===== src/tcprx_pkg.sv =====
// shared types and constants of the tcp connection receive state machine
// no dependencies

package tcprx_pkg;

    // tcp flag bits
    localparam logic [7:0] TCP_FIN = 8'h01;
    localparam logic [7:0] TCP_SYN = 8'h02;
    localparam logic [7:0] TCP_PSH = 8'h08;
    localparam logic [7:0] TCP_ACK = 8'h10;

    localparam logic [7:0] FLAGS_PSH_ACK = TCP_PSH | TCP_ACK;
    localparam logic [7:0] FLAGS_FIN_ACK = TCP_FIN | TCP_ACK;
    localparam logic [7:0] FLAGS_SYN_ACK = TCP_SYN | TCP_ACK;

    // stream word widths
    localparam int unsigned S_DATA_W = 128;
    localparam int unsigned M_DATA_W = 96;

    typedef enum logic [0:0] {
        CMD_SEGMENT = 1'b0,
        CMD_FORCE   = 1'b1
    } cmd_t;

    typedef enum logic [3:0] {
        ST_CLOSED      = 4'd0,
        ST_LISTEN      = 4'd1,
        ST_SYN_RECV    = 4'd2,
        ST_SYN_SENT    = 4'd3,
        ST_ESTABLISHED = 4'd4,
        ST_CLOSE_WAIT  = 4'd5,
        ST_LAST_ACK    = 4'd6,
        ST_FIN_WAIT_1  = 4'd7,
        ST_FIN_WAIT_2  = 4'd8,
        ST_CLOSING     = 4'd9,
        ST_TIME_WAIT   = 4'd10
    } conn_state_t;

    typedef enum logic [2:0] {
        REPLY_NONE   = 3'd0,
        REPLY_ACK    = 3'd1,
        REPLY_SYNACK = 3'd2,
        REPLY_FINACK = 3'd3,
        REPLY_RST    = 3'd4
    } reply_t;

    typedef struct packed {
        logic        cmd;
        logic [7:0]  seg_flags;
        logic [31:0] seq_end;
        logic [31:0] ack_num;
        logic [15:0] payload_len;
        logic [31:0] send_next;
        logic [3:0]  forced_state;
    } seg_t;

    typedef struct packed {
        logic [3:0]  new_state;
        reply_t      reply_kind;
        logic [1:0]  reply_count;
        logic        spawn_child;
        logic        accept_ready;
        logic        wake_connect;
        logic        start_timewait;
        logic        deliver_valid;
        logic [15:0] deliver_len;
        logic [31:0] unacked_out;
        logic [31:0] rcv_next_out;
    } result_t;

endpackage


===== src/tcprx_decode.sv =====
// combinational segment decode: next connection state, reply and event flags
// depends on tcprx_pkg

module tcprx_decode (
    input  tcprx_pkg::seg_t    seg,
    input  logic [3:0]         state_cur,
    input  logic [31:0]        unacked_cur,
    input  logic [31:0]        rcv_next_cur,
    output tcprx_pkg::result_t res
);

    logic       is_seg;
    logic       f_fin;
    logic       f_syn;
    logic       f_ack;
    logic [3:0] state_next;

    assign is_seg = (seg.cmd == tcprx_pkg::CMD_SEGMENT);
    assign f_fin  = (seg.seg_flags & tcprx_pkg::TCP_FIN) != 8'd0;
    assign f_syn  = (seg.seg_flags & tcprx_pkg::TCP_SYN) != 8'd0;
    assign f_ack  = (seg.seg_flags & tcprx_pkg::TCP_ACK) != 8'd0;

    // next state
    always_comb begin
        state_next = state_cur;
        if (!is_seg) begin
            state_next = seg.forced_state;
        end else begin
            case (state_cur)
                tcprx_pkg::ST_SYN_SENT: begin
                    if (f_syn || f_ack) state_next = tcprx_pkg::ST_ESTABLISHED;
                end
                tcprx_pkg::ST_SYN_RECV: begin
                    if (seg.seg_flags == tcprx_pkg::TCP_ACK && seg.ack_num == seg.send_next)
                        state_next = tcprx_pkg::ST_ESTABLISHED;
                end
                tcprx_pkg::ST_ESTABLISHED: begin
                    if (seg.seg_flags == tcprx_pkg::FLAGS_FIN_ACK)
                        state_next = tcprx_pkg::ST_LAST_ACK;
                    else if (seg.seg_flags == tcprx_pkg::TCP_FIN)
                        state_next = tcprx_pkg::ST_CLOSE_WAIT;
                end
                tcprx_pkg::ST_FIN_WAIT_1: begin
                    if (f_fin)      state_next = tcprx_pkg::ST_TIME_WAIT;
                    else if (f_ack) state_next = tcprx_pkg::ST_FIN_WAIT_2;
                end
                tcprx_pkg::ST_FIN_WAIT_2: begin
                    if (f_fin || f_ack) state_next = tcprx_pkg::ST_TIME_WAIT;
                end
                tcprx_pkg::ST_CLOSE_WAIT: begin
                    if (f_fin || f_ack) state_next = tcprx_pkg::ST_LAST_ACK;
                end
                tcprx_pkg::ST_LAST_ACK: begin
                    if (f_ack) state_next = tcprx_pkg::ST_CLOSED;
                end
                default: begin
                    state_next = state_cur;
                end
            endcase
        end
    end

    // reply and event outputs
    always_comb begin
        res                = '0;
        res.reply_kind     = tcprx_pkg::REPLY_NONE;
        res.new_state      = state_next;
        res.unacked_out    = is_seg ? seg.ack_num : unacked_cur;
        res.rcv_next_out   = is_seg ? seg.seq_end : rcv_next_cur;
        if (is_seg) begin
            case (state_cur)
                tcprx_pkg::ST_CLOSED: begin
                    res.reply_kind  = tcprx_pkg::REPLY_RST;
                    res.reply_count = 2'd1;
                end
                tcprx_pkg::ST_LISTEN: begin
                    res.reply_count = 2'd1;
                    if (f_syn) begin
                        res.spawn_child = 1'b1;
                        res.reply_kind  = tcprx_pkg::REPLY_SYNACK;
                    end else begin
                        res.reply_kind  = tcprx_pkg::REPLY_RST;
                    end
                end
                tcprx_pkg::ST_SYN_SENT: begin
                    res.reply_count = 2'd1;
                    if (f_syn || f_ack) begin
                        res.reply_kind   = tcprx_pkg::REPLY_ACK;
                        res.wake_connect = 1'b1;
                    end else begin
                        res.reply_kind   = tcprx_pkg::REPLY_RST;
                    end
                end
                tcprx_pkg::ST_SYN_RECV: begin
                    if (seg.seg_flags == tcprx_pkg::TCP_ACK && seg.ack_num == seg.send_next) begin
                        res.accept_ready = 1'b1;
                    end else begin
                        res.reply_kind   = tcprx_pkg::REPLY_RST;
                        res.reply_count  = 2'd1;
                    end
                end
                tcprx_pkg::ST_ESTABLISHED: begin
                    if (seg.seg_flags == tcprx_pkg::FLAGS_PSH_ACK) begin
                        res.deliver_valid = 1'b1;
                        res.deliver_len   = seg.payload_len;
                        res.reply_kind    = tcprx_pkg::REPLY_ACK;
                        res.reply_count   = 2'd1;
                    end else if (seg.seg_flags == tcprx_pkg::FLAGS_FIN_ACK) begin
                        res.reply_kind    = tcprx_pkg::REPLY_FINACK;
                        res.reply_count   = 2'd1;
                    end else if (seg.seg_flags == tcprx_pkg::TCP_FIN) begin
                        res.reply_kind    = tcprx_pkg::REPLY_ACK;
                        res.reply_count   = 2'd1;
                    end
                end
                tcprx_pkg::ST_FIN_WAIT_1: begin
                    // one ack per flag seen, fin and ack together give two
                    if (f_fin || f_ack) res.reply_kind = tcprx_pkg::REPLY_ACK;
                    res.reply_count    = {1'b0, f_fin} + {1'b0, f_ack};
                    res.start_timewait = f_fin;
                end
                tcprx_pkg::ST_FIN_WAIT_2: begin
                    if (f_fin || f_ack) begin
                        res.reply_kind     = tcprx_pkg::REPLY_ACK;
                        res.reply_count    = 2'd1;
                        res.start_timewait = 1'b1;
                    end
                end
                tcprx_pkg::ST_CLOSE_WAIT: begin
                    if (f_fin || f_ack) begin
                        res.reply_kind  = tcprx_pkg::REPLY_FINACK;
                        res.reply_count = 2'd1;
                    end
                end
                default: begin
                    res.reply_kind = tcprx_pkg::REPLY_NONE;
                end
            endcase
        end
    end

endmodule


===== src/tcp_connection_receive_fsm.sv =====
// top level of the tcp connection receive state machine: stream ports,
// input register, connection state registers and result register
// depends on tcprx_pkg and tcprx_decode
//
// path: an accepted input word passes the input register, then the result register, onto m_tdata
// throughput: one word per cycle unless m_tready stalls the result register; the state update is a
// combinational decode between the input register and the result register
// reset: synchronous active-low aresetn empties both registers and sets the
// connection to CLOSED with zero sequence numbers

module tcp_connection_receive_fsm (
    input  logic                             aclk,
    input  logic                             aresetn,

    input  logic                             s_tvalid,
    output logic                             s_tready,
    // [7:0] seg_flags, [39:8] seq_end, [71:40] ack_num, [87:72] payload_len,
    // [119:88] send_next, [123:120] forced_state, [127:124] zero
    input  logic [tcprx_pkg::S_DATA_W-1:0]   s_tdata,
    // [0] cmd
    input  logic                             s_tuser,

    output logic                             m_tvalid,
    input  logic                             m_tready,
    // [3:0] new_state, [6:4] reply_kind, [8:7] reply_count, [9] spawn_child,
    // [10] accept_ready, [11] wake_connect, [12] start_timewait,
    // [13] deliver_valid, [29:14] deliver_len, [61:30] unacked_out,
    // [93:62] rcv_next_out, [95:94] zero
    output logic [tcprx_pkg::M_DATA_W-1:0]   m_tdata
);

    // input stage
    logic              in_valid_reg;
    logic              in_valid_next;
    tcprx_pkg::seg_t   in_seg_reg;
    tcprx_pkg::seg_t   seg_unpacked;

    // connection state, updated when a word moves into the result register
    logic [3:0]        state_reg;
    logic [31:0]       unacked_reg;
    logic [31:0]       rcv_next_reg;

    // result stage
    logic              out_valid_reg;
    logic              out_valid_next;
    tcprx_pkg::result_t out_res_reg;
    tcprx_pkg::result_t dec_res;

    logic              advance;
    logic              s_accept;

    // the result register frees up when empty or being drained this cycle
    assign advance  = in_valid_reg && (!out_valid_reg || m_tready);
    assign s_tready = !in_valid_reg || advance;
    assign s_accept = s_tvalid && s_tready;

    assign seg_unpacked.cmd          = s_tuser;
    assign seg_unpacked.seg_flags    = s_tdata[7:0];
    assign seg_unpacked.seq_end      = s_tdata[39:8];
    assign seg_unpacked.ack_num      = s_tdata[71:40];
    assign seg_unpacked.payload_len  = s_tdata[87:72];
    assign seg_unpacked.send_next    = s_tdata[119:88];
    assign seg_unpacked.forced_state = s_tdata[123:120];

    assign in_valid_next  = s_accept || (in_valid_reg && !advance);
    assign out_valid_next = advance || (out_valid_reg && !m_tready);

    tcprx_decode u_decode (
        .seg          (in_seg_reg),
        .state_cur    (state_reg),
        .unacked_cur  (unacked_reg),
        .rcv_next_cur (rcv_next_reg),
        .res          (dec_res)
    );

    // control and connection state
    always_ff @(posedge aclk) begin
        if (!aresetn) begin
            in_valid_reg  <= 1'b0;
            out_valid_reg <= 1'b0;
            state_reg     <= tcprx_pkg::ST_CLOSED;
            unacked_reg   <= 32'd0;
            rcv_next_reg  <= 32'd0;
        end else begin
            in_valid_reg  <= in_valid_next;
            out_valid_reg <= out_valid_next;
            if (advance) begin
                state_reg    <= dec_res.new_state;
                unacked_reg  <= dec_res.unacked_out;
                rcv_next_reg <= dec_res.rcv_next_out;
            end
        end
    end

    // payload registers
    always_ff @(posedge aclk) begin
        if (s_accept) begin
            in_seg_reg <= seg_unpacked;
        end
        if (advance) begin
            out_res_reg <= dec_res;
        end
    end

    assign m_tvalid = out_valid_reg;
    assign m_tdata  = {2'b00,
                       out_res_reg.rcv_next_out,
                       out_res_reg.unacked_out,
                       out_res_reg.deliver_len,
                       out_res_reg.deliver_valid,
                       out_res_reg.start_timewait,
                       out_res_reg.wake_connect,
                       out_res_reg.accept_ready,
                       out_res_reg.spawn_child,
                       out_res_reg.reply_count,
                       out_res_reg.reply_kind,
                       out_res_reg.new_state};

    // a reply kind always comes with copies, and no kind means no copies
    assert property (@(posedge aclk) disable iff (!aresetn)
        m_tvalid |-> ((m_tdata[6:4] == tcprx_pkg::REPLY_NONE) == (m_tdata[8:7] == 2'd0)))
        else $error("reply kind and copy count disagree");

    // two copies only happen as acks out of fin_wait_1 into time_wait
    assert property (@(posedge aclk) disable iff (!aresetn)
        (m_tvalid && m_tdata[8:7] == 2'd2) |->
            (m_tdata[6:4] == tcprx_pkg::REPLY_ACK && m_tdata[3:0] == tcprx_pkg::ST_TIME_WAIT))
        else $error("double reply outside fin_wait_1 close");

    // time-wait timer starts only on entry to time_wait
    assert property (@(posedge aclk) disable iff (!aresetn)
        (m_tvalid && m_tdata[12]) |-> (m_tdata[3:0] == tcprx_pkg::ST_TIME_WAIT))
        else $error("time-wait start without time_wait state");

    // the connection state register follows the result just produced
    assert property (@(posedge aclk) disable iff (!aresetn)
        advance |=> (state_reg == out_res_reg.new_state && out_valid_reg))
        else $error("connection state out of step with result");

    // delivery length is zero unless delivering
    assert property (@(posedge aclk) disable iff (!aresetn)
        (m_tvalid && !m_tdata[13]) |-> (m_tdata[29:14] == 16'd0))
        else $error("deliver length without deliver");

endmodule

===== config.mk =====
export PLATFORM = sky130hd
export DESIGN_NAME = tcp_connection_receive_fsm
export DESIGN_NICKNAME = d
export VERILOG_FILES = /design/src/tcprx_pkg.sv /design/src/tcprx_decode.sv /design/src/tcp_connection_receive_fsm.sv
export SDC_FILE = /design/constraint.sdc
export NUM_CORES = 1
export LEC_CHECK = 0
export ABC_AREA = 1
export BUFFER_PORTS_ARGS = -buffer_cell sky130_fd_sc_hd__buf_4
export CAP_MARGIN = 25
export CORE_MARGIN = 2
export CORE_UTILIZATION = 58
export CTS_CLUSTER_DIAMETER = 150
export DETAILED_ROUTE_END_ITERATION = 8
export GPL_ROUTABILITY_DRIVEN = 0
export PLACE_DENSITY = 0.84
export SLEW_MARGIN = 25
export SYNTH_ARGS = -nofsm -noshare
export SYNTH_HDL_FRONTEND = slang
export SYNTH_SLANG_ARGS = --single-unit

===== constraint.sdc =====
create_clock -name aclk -period 8.4 [get_ports aclk]
set_input_delay 1.68 -clock aclk [delete_from_list [all_inputs] [get_ports aclk]]
set_output_delay 1.68 -clock aclk [all_outputs]
set_load 0.02 [all_outputs]

==> impl_metrics.ini, run 1 <==
[route]
viasPerCell = 5.19
wl_per_cell_um = 16.0
drtPass1Iterations = 4
routed_wl_um = 23100
drc = 0
drt_iter0_drc = 515
ant_nets = 0
num_vias = 7475

[die]
dieArea_sq_um = 20000
ios = 231
initial_utilization = 0.588
core_sq_um = 18600
row_count = 50
die_w_um = 141
die_h_um = 141

[clock_tree]
cts_buffer_depth = 3
clk_pin_slew_ns = 0.06
cts_tree = yes
cts_setup_buffers = 0
numCtsBuffers = 29
ctsHoldBuffers = 0
cts.htree.levels = 1
ctsResizeCount = 0
cts.sinks = 289
clkLatencyLatePin_ns = 0.53
clockRootBuffer = clkbuf_16

[power_and_ir_drop]
finalPower_mw = 3.24
leakage_nw = 5.69
power_per_cell_area_nw_per_um2 = 235
ir_drop_mv = 0.174

[worst_setup_path]
cp_max_fo = 3
rr_worst_depth = 6
r2r_end = unacked_reg[3]
critical_path.cell_chain = buf_4, inv_1, nand3_1, buf_4
ff2ff_setup_slack_ns = 5.74
slowest_stage = buf_4
reg2reg_from = m_tvalid
path_delay_family = buffers and inverters
worst-path-buf-inv = 3
cp-start-kind = input pin
cp_slowest_stage_delay_ns = 0.18
cp-end-kind = primary output
worst_ep_required_time_ns = 6.72
cp_common_cell = buf_4
crit_arrival_ns = 2.13
path_class = input pin to primary output

[timing]
layout_min_cycle_time_ns = 3.81
rsz0062_at_grt = false
finalSetupTns_ns = 0
worst_slew_pin_slew_ns = 0.994
slew_viol_final = 0
setup_viol = 0
min_period_over_period = 0.454
final_hold_viol_count = 0
fin_skew_ns = 0.0175
slew_headroom = 0.337
max_freq_ghz = 0.262

[synth]
postSynthAreaPerCell_sq_um = 11.4
ys_ff_latch = 289
synth_async_sr_flop_share = 0
synthCells = 962
synth-edff-count = 219
ys_types = 36
yosysSeqAreaShare = 0.728
synthFlopType = edfxtp_1
yosys_warnings = 0
syn_area_sq_um = 11000

[job]
drv_cap = 0

[layout]
synthToLayoutAreaGrowth_pct = 26.1
nets = 1319
drive_gt1_frac = 0.246
largest_reg_flops = 125
n_fill_cell = 1226
seq_area_sq_um = 7980
layout_common_cells = buf_4, edfxtp_1, nand2_1
fin_cells = 1441
multiInputGateArea_sq_um = 2300
final_common_cell = buf_4

[global_route]
grt_max_degree = 81
grt_use_total = 0.225
met3_usage = 0.0415
grt_util_met2 = 0.396
grt_overflow = 0
grt_pass1_vias = 7215
met1_usage = 0.278
antenna_found_initial = 0
grt_pass1_wl_um = 35600
top_usage_layer = met2

[place]
dp_cells = 1387
dp_hpwl_um = 15100
portBuffers = 224

[worst_hold_path]
hold_start = rcv_next_reg[20]
holdPathStages = 2
worstHoldPathType = flop to flop
holdPathEnd = rcv_next_reg[20]

[run_status]
outcome = completed
==> area by class of cell <==
class	count	share of cell area
clock buffer	41	0.0594
timing repair buffer	229	0.125
antenna	1	0.000181
sequential	289	0.577
multi-input combinational	495	0.167
inverter	140	0.0384
tap	234	0.0212
clock inverter	12	0.0120
==> Yosys cell counts (2+ instances only) <==
cell type / number / area share
dfxtp_1: 70 / 0.13
nand2_1: 203 / 0.070
clkinv_1: 2 / 0.00069
buf_1: 3 / 0.0010
inv_1: 132 / 0.045
a31oi_1: 4 / 0.0023
inv_2: 6 / 0.0021
clkbuf_1: 28 / 0.0096
a21oi_1: 70 / 0.032
nand4_1: 7 / 0.0040
o21ai_0: 112 / 0.051
buf_2: 6 / 0.0027
a21oi_2: 2 / 0.0016
a211oi_1: 2 / 0.0014
buf_4: 2 / 0.0014
nand3_1: 10 / 0.0046
xor2_1: 4 / 0.0032
nand3_2: 2 / 0.0018
nor2_4: 3 / 0.0031
nor2_1: 54 / 0.018
edfxtp_1: 219 / 0.60
ha_1: 2 / 0.0023
or2_2: 2 / 0.0011
xnor2_1: 5 / 0.0040
==> worst max path at each step <==
stage / start / slack [ns] / to / depth (start not counted)
6_report: m_tready / 4.59 / s_tready / 4
5_1_grt: m_tready / 4.56 / s_tready / 4
4_1_cts: m_tready / 4.59 / s_tready / 4
3_5_place_dp: m_tready / 4.29 / state_reg[1] / 8
3_3_place_gp: m_tready / 4.34 / m_tdata[43] / 6
2_1_floorplan: m_tready / 3.49 / in_seg_reg[0] / 4
==> metal layers <==
metal,vias up,share of wire
met2,262,0.51
met5,-,0
met3,61,0.061
met4,0,0.039
met1,3499,0.39
li1,3653,-
==> per-stage QoR <==
stage	utilization	area (sq um)	worst slack (ns)	hold slack [ns]
finish	0.741	13800	4.59	0.447
global route	0.741	13800	4.56	0.467
CTS	0.741	13800	4.59	0.449
detailed placement	0.688	12800	4.29	0.441
global placement	0.688	12800	4.34	0.434
floorplan	-	11000	3.49	0.425
==> worst register-to-register path, stage by stage (launching register included) <==
cell and delay, ns:
dfxtp_1 0.32, nand2_1 0.12, nand2_4 0.30, inv_4 0.69, buf_4 0.79, nand2_1 0.15
a21oi_1 0.20
==> where the power goes <==
part           switching (mW)  leakage (nW)  total, mW  internal, mW
Combinational           0.169          2.52      0.277         0.108
Sequential             0.0306          2.68       1.66          1.63
Clock                   0.506         0.486       1.31         0.801
Total                   0.705          5.69       3.24          2.54
==> cell families after synthesis <==
kind of cell | Yosys count | share of synthesized area
AO/OA/AOI/OAI | 197 | 0.0943
XOR/XNOR | 9 | 0.00719
adder cells (fa/ha/maj) | 2 | 0.00228
buffers and inverters | 179 | 0.0627
flip-flops | 289 | 0.728
other | 1 | 0.000342
AND/OR/NAND/NOR | 285 | 0.105
No activity file was read; power rests on OpenSTA's default activity.
==> inputs of run 2 (changes only) <==
--- a/config.mk
+++ b/config.mk
@@ -9,11 +9,11 @@
 export BUFFER_PORTS_ARGS = -buffer_cell sky130_fd_sc_hd__buf_4
 export CAP_MARGIN = 25
 export CORE_MARGIN = 2
-export CORE_UTILIZATION = 58
+export CORE_UTILIZATION = 49
 export CTS_CLUSTER_DIAMETER = 150
 export DETAILED_ROUTE_END_ITERATION = 8
 export GPL_ROUTABILITY_DRIVEN = 0
-export PLACE_DENSITY = 0.84
+export PLACE_DENSITY = 0.76
 export SLEW_MARGIN = 25
 export SYNTH_ARGS = -nofsm -noshare
 export SYNTH_HDL_FRONTEND = slang
==> constraint.sdc (replaced) <==
create_clock -name aclk -period 3.1 [get_ports aclk]
set_input_delay 0.62 -clock aclk [delete_from_list [all_inputs] [get_ports aclk]]
set_output_delay 0.62 -clock aclk [all_outputs]
set_load 0.02 [all_outputs]
==> impl_metrics.ini, run 2 (synthesized netlist as in run 1, its figures left out) <==
[run_status]
outcome = completed

[worst_setup_path]
worstSetupEndpoint = in_seg_reg[98]
crit_arrival_ns = 2.23
cp_max_fo = 52
cp.depth = 4
reg2reg_from = in_valid_reg
r2r_end = in_seg_reg[98]
slowest_stage = clkinvlp_4
cp-end-kind = flop
critPathLaunch = in_valid_reg
cp-start-kind = flop
worst-path-buf-inv = 2
path_class = flop to flop
rr_worst_depth = 4
worst_ep_required_time_ns = 3.35
path_delay_family = buffers and inverters
critical_path.cell_chain = nand3_4, nand2_2, clkinvlp_4, buf_12
ff2ff_setup_slack_ns = 1.12
cp_slowest_stage_delay_ns = 0.56

[layout]
fin_area_sq_um = 13900
seq_area_sq_um = 7980
drive_gt1_frac = 0.246
diodes = 0
largest_reg_flops = 125
final_common_cell = buf_4
n_fill_cell = 1668
synthToLayoutAreaGrowth_pct = 27.0
layout_common_cells = buf_4, edfxtp_1, nand2_1
nets = 1323
multiInputGateArea_sq_um = 2320

[clock_tree]
cts_setup_buffers = 0
clk_pin_slew_ns = 0.06
ctsResizeCount = 0
cts.htree.levels = 1
cts_tree = yes
numCtsBuffers = 29
clockRootBuffer = clkbuf_16
clkLatencyLatePin_ns = 0.53
ctsHoldBuffers = 0
cts.sinks = 289
cts_buffer_depth = 3

[job]
drv_cap = 0

[power_and_ir_drop]
leakage_nw = 5.68
ir_drop_mv = 0.437
power_per_cell_area_nw_per_um2 = 621

[global_route]
grt_use_total = 0.192
antenna_found_initial = 0
grt_pass1_vias = 7048
grt_max_degree = 110
grt_pass1_wl_um = 36300
grt_overflow = 0

[route]
routed_wl_um = 23200
drc = 0
drt_iter0_drc = 447
drtPass1Iterations = 5
ant_nets = 0
viasPerCell = 4.95
wl_per_cell_um = 15.6
num_vias = 7372

[place]
pre_cts_ws_ns = 0.649
dp_hpwl_um = 15600
placed_cell_area_sq_um = 13000
portBuffers = 224

[timing]
rsz0062_at_grt = false
setup_viol = 0
finalSetupTns_ns = 0
layout_min_cycle_time_ns = 1.98
setup_ws_ns = 1.12
hold_ws_ns = 0.262
slew_headroom = 0.412
max_freq_ghz = 0.505
min_period_over_period = 0.638
final_hold_viol_count = 0
slew_viol_final = 0
fin_skew_ns = 0.0101
worst_slew_pin_slew_ns = 0.877

[worst_hold_path]
worstHoldPathType = input pin to flop

[die]
die_h_um = 154
die_w_um = 154
core_sq_um = 21900
dieArea_sq_um = 23600
initial_utilization = 0.501
ios = 231
row_count = 54
## run 2: per-layer routing
layer | part of all wire | vias up | global-route usage
met5 | 0 | - | 0
met4 | 0.036 | 0 | 0.0638
met3 | 0.059 | 55 | 0.0375
met2 | 0.50 | 239 | 0.330
met1 | 0.41 | 3416 | 0.247
li1 | - | 3662 | -
## run 2: how the worst min path moves through the flow
| stage | startpoint | endpoint | slack (ns) | depth (start not counted) |
|---|---|---|---|---|
| after global placement | rcv_next_reg[30] | rcv_next_reg[30] | 0.43 | 2 |
| after floorplan | rcv_next_reg[10] | rcv_next_reg[10] | 0.42 | 2 |
| final | s_tdata[93] | in_seg_reg[9] | 0.26 | 1 |
| after CTS | s_tdata[66] | in_seg_reg[78] | 0.24 | 1 |
| after detailed placement | rcv_next_reg[23] | rcv_next_reg[23] | 0.44 | 2 |
| after global routing | s_tdata[84] | in_seg_reg[48] | 0.24 | 1 |
## run 2: stage by stage
| step | cells | util | total power [mW] |
|---|---|---|---|
| 2_1_floorplan | 963 | - | 4.99 |
| 3_3_place_gp | 1437 | 0.593 | 5.32 |
| 3_5_place_dp | 1437 | 0.593 | 5.35 |
| 4_1_cts | 1489 | 0.636 | 8.73 |
| 5_1_grt | 1489 | 0.636 | 8.98 |
| 6_report | 1489 | 0.636 | 8.65 |
## run 2: layout make-up
cell class	count	area share
repair buffers	233	0.130
well taps	280	0.0252
inverters	140	0.0388
flip-flops and latches	289	0.573
clock inverters	5	0.00521
multi-input cells	495	0.167
clock buffers	47	0.0613
## run 2: report_power, final
group	switching, mW	internal [mW]	leakage (nW)
combinational	0.461	0.305	2.55
clock	1.36	2.03	0.450
sequential	0.0818	4.42	2.68
total	1.90	6.75	5.68
## run 2: worst register-to-register path: stages, from the launching register on
cell and delay (ns):
dfxtp_1 0.43, nand3_4 0.11, nand2_2 0.10, clkinvlp_4 0.56, buf_12 0.47
==> inputs of run 3 (changes only) <==
--- a/config.mk
+++ b/config.mk
@@ -9,11 +9,11 @@
 export BUFFER_PORTS_ARGS = -buffer_cell sky130_fd_sc_hd__buf_4
 export CAP_MARGIN = 25
 export CORE_MARGIN = 2
-export CORE_UTILIZATION = 49
+export CORE_UTILIZATION = 54
 export CTS_CLUSTER_DIAMETER = 150
 export DETAILED_ROUTE_END_ITERATION = 8
 export GPL_ROUTABILITY_DRIVEN = 0
-export PLACE_DENSITY = 0.76
+export PLACE_DENSITY = 0.79
 export SLEW_MARGIN = 25
 export SYNTH_ARGS = -nofsm -noshare
 export SYNTH_HDL_FRONTEND = slang
==> constraint.sdc (replaced) <==
create_clock -name aclk -period 1.9 [get_ports aclk]
set_input_delay 0.38 -clock aclk [delete_from_list [all_inputs] [get_ports aclk]]
set_output_delay 0.38 -clock aclk [all_outputs]
set_load 0.02 [all_outputs]
==> impl_metrics.ini, run 3 (synthesized netlist as in run 1, its figures left out) <==
[run_status]
outcome = completed

[power_and_ir_drop]
power_per_cell_area_nw_per_um2 = 999
comb_power_share = 0.094
switching_share = 0.223
ir_drop_mv = 0.783
leakage_nw = 5.94
p_int_mw = 11.3
p_clk_frac = 0.399
p_switching_mw = 3.23
seqPwrFrac = 0.507

[layout]
utilization = 0.721
largest_reg_flops = 125
nets = 1372
final_common_cell = buf_4
multiInputGateArea_sq_um = 2330
seq_area_sq_um = 7980
layout_common_cells = buf_4, edfxtp_1, nand2_1
synthToLayoutAreaGrowth_pct = 32.3
n_fill_cell = 1354
drive_gt1_frac = 0.248

[clock_tree]
cts.htree.levels = 1
clkLatencyLatePin_ns = 0.54
cts.sinks = 289
clk_pin_slew_ns = 0.06
clockRootBuffer = clkbuf_16
cts_buffer_depth = 3
cts_tree = yes
numCtsBuffers = 30

[timing]
rsz0062_at_grt = false
layout_min_cycle_time_ns = 1.74
setup_ws_ns = 0.157
hold_ws_ns = 0.0151
slew_viol_final = 0
final_hold_viol_count = 0
min_period_over_period = 0.917
max_freq_ghz = 0.574
fin_skew_ns = 0.0213
setup_viol = 0

[worst_setup_path]
path_class = flop to flop
cp_max_fo = 3
worst_ep_required_time_ns = 2.20
path_delay_family = simple AND/OR/NAND/NOR gates
crit_arrival_ns = 2.04
critical_path.cell_chain = xor2_1, nor2_1, nand2_1, nor2_1, nand3_1, nand2_2, nand3_2, nand2_2, inv_1
worst-path-buf-inv = 1
cp_slowest_stage_delay_ns = 0.40
cp-end-kind = flop
cp-start-kind = flop
slowest_stage = edfxtp_1

[route]
wl_per_cell_um = 15.9
viasPerCell = 5.07
routed_wl_um = 24300
drt_iter0_drc = 572
ant_nets = 0
drc = 0
num_vias = 7773
drtPass1Iterations = 4

[global_route]
grt_overflow = 0
antenna_found_initial = 0
grt_pass1_vias = 7492
grt_use_total = 0.220
grt_max_degree = 83
grt_pass1_wl_um = 37500

[die]
initial_utilization = 0.545
core_sq_um = 20100
ios = 231
die_w_um = 146
die_h_um = 146
dieArea_sq_um = 21400
row_count = 52

[job]
drv_cap = 0

[place]
pre_cts_ws_ns = 0.0846
dp_hpwl_um = 15300
portBuffers = 224

[worst_hold_path]
worstHoldPathType = input pin to flop
## run 3: changes by cell type in the layout (fill, tap and decap cells not counted), sizes merged, moves of 2 or more
cell	before	now
buf	233	238
clkbuf	47	42
clkinv	5	10
dlygate4sd3	0	43
inv	137	139
## run 3: cell type report
| cell class | count | area share |
|---|---|---|
| sequential | 289 | 0.550 |
| inverter | 140 | 0.0375 |
| timing repair buffer | 281 | 0.160 |
| clock buffer | 42 | 0.0577 |
| antenna | 1 | 0.000173 |
| tap | 270 | 0.0233 |
| multi-input combinational | 495 | 0.161 |
| clock inverter | 14 | 0.0104 |
## run 3: power groups by stage
stage | clock, mW | combinational, mW | sequential [mW]
global placement | 0 | 1.23 | 7.46
finish | 5.78 | 1.36 | 7.34
detailed placement | 0 | 1.27 | 7.47
CTS | 5.86 | 1.34 | 7.34
floorplan | 0 | 0.558 | 7.58
global route | 6.13 | 1.49 | 7.38
## run 3: metal layers
metal / global-route usage / routed length, um
met5: 0 / 0
met4: 0.0835 / 863
met3: 0.0406 / 1520
met2: 0.387 / 12500
met1: 0.272 / 9450
## run 3: per-stage QoR
step / cell area [sq um] / TNS, ns / cells / total power [mW]
after CTS: 14400 / 0 / 1521 / 14.5
final: 14500 / 0 / 1532 / 14.5
after floorplan: 11000 / -118.05 / 963 / 8.14
after detailed placement: 13100 / 0 / 1431 / 8.74
after global placement: 13100 / 0 / 1431 / 8.69
after global routing: 14500 / 0 / 1531 / 15.0
## run 3: worst paths after layout
kind / from / end / slack (ns) / depth (start not counted)
worst min-delay path: s_tdata[16] / in_seg_reg[92] / 0.02 / 1
worst max-delay path: in_seg_reg[60] / m_tdata[1] / 0.16 / 9
worst max register to register: in_seg_reg[60] / m_tdata[1] / 0.16 / 9
worst min register to register: rcv_next_reg[1] / rcv_next_reg[1] / 0.45 / 2
## run 3: repair_timing
item,4_1_cts,5_1_grt
gates resized for setup,0,4
setup buffers,0,1
endpoints found under the hold margin,34,9
setup endpoints to repair,0,8
hold buffers,34,9
